## src/hw/rtl/assert_macros.svh

```systemverilog
// assertion macros for the rtl files
// no dependencies; included by modules that carry concurrent checks
`ifndef ASSERT_MACROS_SVH
`define ASSERT_MACROS_SVH

// same-cycle implication, disabled during reset
`define FCAC_ASSERT_SAME(lbl, clk, rst, ante, cons) \
   lbl: assert property (@(posedge clk) disable iff (rst) (ante) |-> (cons)) \
      else $error("assertion failed");

// next-cycle implication, disabled during reset
`define FCAC_ASSERT_NEXT(lbl, clk, rst, ante, cons) \
   lbl: assert property (@(posedge clk) disable iff (rst) (ante) |=> (cons)) \
      else $error("assertion failed");

`endif

```

## src/hw/rtl/fcac_pkg.sv

```systemverilog
// types and constants of the length-prefixed frame checker
// no dependencies; used by the channel interfaces, the result queue and the top level
package fcac_pkg;

   localparam logic [7:0] START_MARK = 8'h24;
   localparam logic [7:0] END_MARK   = 8'h23;
   localparam logic [8:0] LEN_INDEX  = 9'd7;
   localparam logic [8:0] SUM_INDEX  = 9'd6;
   localparam logic [8:0] INDEX_MAX  = 9'd263;

   typedef enum logic [1:0] {
      STATUS_OK        = 2'd0,
      STATUS_FRAME_ERR = 2'd1,
      STATUS_SUM_ERR   = 2'd2
   } status_type;

   typedef struct packed {
      status_type  status;
      logic [7:0]  frame_length;
   } rsp_word_type;

   // queue state seen by the top level
   typedef struct packed {
      logic head_valid;
      logic full;
   } queue_status_type;

endpackage

```

## src/hw/rtl/fcac_rsp_queue.sv

```systemverilog
// two-word result queue that parts the checker from the result channel
// depends on fcac_pkg
module fcac_rsp_queue import fcac_pkg::*; (
   input  logic             clock,
   input  logic             reset,
   input  logic             push,
   input  rsp_word_type     push_word,
   input  logic             pop,
   output rsp_word_type     head_word,
   output queue_status_type queue_status
);

   rsp_word_type entry_ff [2];
   rsp_word_type entry_in [2];
   logic [1:0]   count_ff;
   logic [1:0]   count_in;
   logic [1:0]   slot;
   logic         do_pop;

   assign do_pop = pop && (count_ff != 2'd0);

   always_comb begin
      entry_in[0] = entry_ff[0];
      entry_in[1] = entry_ff[1];
      if (do_pop) begin
         entry_in[0] = entry_ff[1];
      end
      slot = count_ff - {1'b0, do_pop};
      if (push) begin
         if (slot == 2'd0) begin
            entry_in[0] = push_word;
         end else begin
            entry_in[1] = push_word;
         end
      end
      count_in = count_ff + {1'b0, push} - {1'b0, do_pop};
   end

   always_ff @(posedge clock) begin
      if (reset) begin
         count_ff <= 2'd0;
      end else begin
         count_ff <= count_in;
      end
   end

   always_ff @(posedge clock) begin
      entry_ff[0] <= entry_in[0];
      entry_ff[1] <= entry_in[1];
   end

   assign head_word               = entry_ff[0];
   assign queue_status.head_valid = (count_ff != 2'd0);
   assign queue_status.full       = (count_ff == 2'd2);

endmodule

```

## config.mk

```make
export PLATFORM = sky130hd
export DESIGN_NAME = fcac_rsp_queue
export DESIGN_NICKNAME = d
export VERILOG_FILES = /design/src/hw/rtl/assert_macros.svh /design/src/hw/rtl/fcac_pkg.sv /design/src/hw/rtl/fcac_rsp_queue.sv
export SDC_FILE = /design/constraint.sdc
export NUM_CORES = 1
export LEC_CHECK = 0
export ABC_AREA = 1
export BUFFER_PORTS_ARGS = -buffer_cell sky130_fd_sc_hd__clkbuf_2
export CORE_MARGIN = 2
export CORE_UTILIZATION = 25
export DETAILED_ROUTE_END_ITERATION = 16
export PLACE_DENSITY = 0.46
export SLEW_MARGIN = 25
export SYNTH_ARGS = -nofsm -noshare
export SYNTH_HDL_FRONTEND = slang
export SYNTH_SLANG_ARGS = --single-unit
```

## constraint.sdc

```tcl
create_clock -name clock -period 2.25 [get_ports clock]
set_clock_uncertainty 0.2 [all_clocks]
set_input_delay 0.3375 -clock clock [delete_from_list [all_inputs] [get_ports clock]]
set_output_delay 0.3375 -clock clock [all_outputs]
set_load 0.01 [all_outputs]
```

==> flow_summary.ini <==
[setup_path]
r2r-start = count_ff[0]
crit_arrival_ns = 1.14
required_ns = 1.71
endpoint_kind = primary output
path_max_fanout = 11
worstRegToRegCells = 3
critPathBufInv = 2
r2r_setup_slack_ns = 0.77
cp-startpoint = count_ff[0]
cp-start-kind = flop
worst-path-stages = 3
max_stage_delay_ns = 0.41
cpMaxStageDelayCell = dfxtp_1
cp_top_family = flip-flops
crit_chain = inv_1 > nand2_2 > clkbuf_2
crit_end = queue_status[1]
r2r-end = entry_ff[0][16]
path_class = reg2out

[route]
vias_per_cell = 4.01
ant_nets = 0
dr.pass1.iters = 4
routedWlPerCell_um = 11.2
vias = 786
drt-total-wl_mm = 2.20
drt_iter0_drc = 6
drc = 0

[clock_tree]
path_clk_slew_ns = 0.08
cts.htree.levels = 1
cts_sinks = 22
cts_setup_buffers = 0
cts_hold_buf = 0
clk-insertion-delay-late_ns = 0.26
cts.repair.resized = 0
cts_inserted_buffers = 3
clockBufferDepth = 2
cts_tree = done
root_buffer = clkbuf_8

[timing]
slew_headroom_pct = 70.8
setup_viol = 0
tns_ns = 0
rsz0062_at_grt = no
finalHoldViolCount = 0
fmax_mhz = 596
period_minus_slack_ns = 1.68
slew_viol_final = 0
fin_crit_sh_pct = 74.6
worst_pin_slew_ns = 0.438

[yosys]
async_flop_share_pct = 0
yosysWarningCount = 0
synth_top_flop_cell = dfxtp_1
synth_area_um2 = 1090
synth_edf_count = 10
synthDistinctLibCells = 16
syn_nets = 141
yosysTopAreaCell = edfxtp_1
synth_top_area_share_pct = 27.6
synth_seq_cells = 22
syn_inst = 126
ys_seq_area_share_pct = 49.6
synth_area_leaders = edfxtp_1 (28%), dfxtp_1 (22%), nand2_1 (12%)
postSynthAreaPerCell_um2 = 8.65

[run]
drv_cap = 0

[pwr]
p_leak_nw = 0.659
pwr-share-comb_pct = 20.0
netSwitchingFraction_pct = 28.1
pwr-share-seq_pct = 50.2
power.total_mw = 0.959
max-vdd-ir-drop_uv = 363
power_density_nw_per_um2 = 769
clockPowerShare_pct = 29.8
p_int_mw = 0.689
power.switching_mw = 0.269

[global_routing]
grt_pass1_wl_mm = 3.84
first_global_vias = 833
grt_max_degree = 15
gr-total-overflow = 0
grt_usage_pct = 9.77
antenna_found_initial = 0

[floorplanning]
die_w_um = 70.0
rows = 24
start_util_pct = 25.6
die-area_um2 = 4900
coreArea_um2 = 4260
io_pins = 26
dieHeight_um = 70.0

[placement]
gp_congestion = 0.690
port_buffers = 25
placed_cells = 192
dp_hpwl_mm = 1.68

[final_layout]
n_antenna_cell = 0
syn2layout_area_growth_pct = 14.5
drive_gt1_share_pct = 33.3
final_cells = 196
nets = 160

[outcome]
status = completed

[min_path]
hp-class = in2reg
power groups by stage:
stage	Sequential [mW]	Combinational, mW	Clock (mW)
floorplan	0.485	0.172	0
global placement	0.490	0.192	0
detailed placement	0.492	0.195	0
CTS	0.482	0.196	0.298
global route	0.488	0.218	0.313
finish	0.481	0.192	0.286
cell type report:
class | count | area (µm²)
clock buffer | 4 | 55.1
fill | 483 | 3020
inverter | 26 | 97.6
multi-input combinational | 65 | 349
sequential | 22 | 541
tap | 52 | 65.1
timing repair buffer | 27 | 140
layer usage:
layer / share of wire, % / wire length [µm] / GRT usage [%] / vias up
met5: 0 / 0 / 0 / -
met4: 1.5 / 33 / 4.49 / 0
met3: 2.7 / 60 / 1.30 / 4
met2: 51 / 1110 / 16.9 / 15
met1: 45 / 992 / 12.0 / 356
li1: - / - / - / 411
cell usage after synthesis, types with 2 or more instances:
cell type and instances:
dfxtp_1 12, nand3_2 11, buf_4 10, nand3_1 10, buf_6 2, inv_2 3
nand2_1 34, nand2_2 2, nor2_1 4, inv_1 23, edfxtp_1 10
worst min-delay path by stage:
stage | start | to | cells past startpoint
finish | reset | count_ff[0] | 2
global placement | reset | count_ff[0] | 2
floorplan | reset | count_ff[0] | 1
detailed placement | reset | count_ff[0] | 2
CTS | reset | count_ff[0] | 2
global route | reset | count_ff[0] | 2
cell usage in the layout (no fill, tap or decap), drive strengths merged:
cell type	Yosys	layout
ha	1	1
a21oi	1	1
clkbuf	0	29
dfxtp	12	12
buf	13	2
a21boi	1	1
nand2	36	36
nand3	21	21
inv	26	26
edfxtp	10	10
nor2	4	4
o21ai	1	1
through the flow:
stage | hold slack, ns | cell area [µm²] | setup WS [ns] | utilization (%)
floorplan | 0.209 | 1090 | 0.410 | -
global route | 0.0361 | 1250 | 0.492 | 29.3
finish | 0.0367 | 1250 | 0.571 | 29.3
detailed placement | 0.318 | 1190 | 0.485 | 28.0
CTS | 0.0299 | 1250 | 0.572 | 29.3
global placement | 0.312 | 1190 | 0.514 | 28.0
cell families (layout without fill, tap and decap cells):
family | after synthesis | after routing | synth area share [%]
AND/OR/NAND/NOR | 61 | 61 | 28.9
buffers and inverters | 39 | 57 | 18.4
flip-flops | 22 | 22 | 49.6
AO/OA/AOI/OAI | 3 | 3 | 1.95
adder cells (fa/ha/maj) | 1 | 1 | 1.15
sequential cells by signal (all words and copies together), names as in the netlist:
signal,flops
entry_ff,20
count_ff,2
Power figures use the tool's default switching activity.
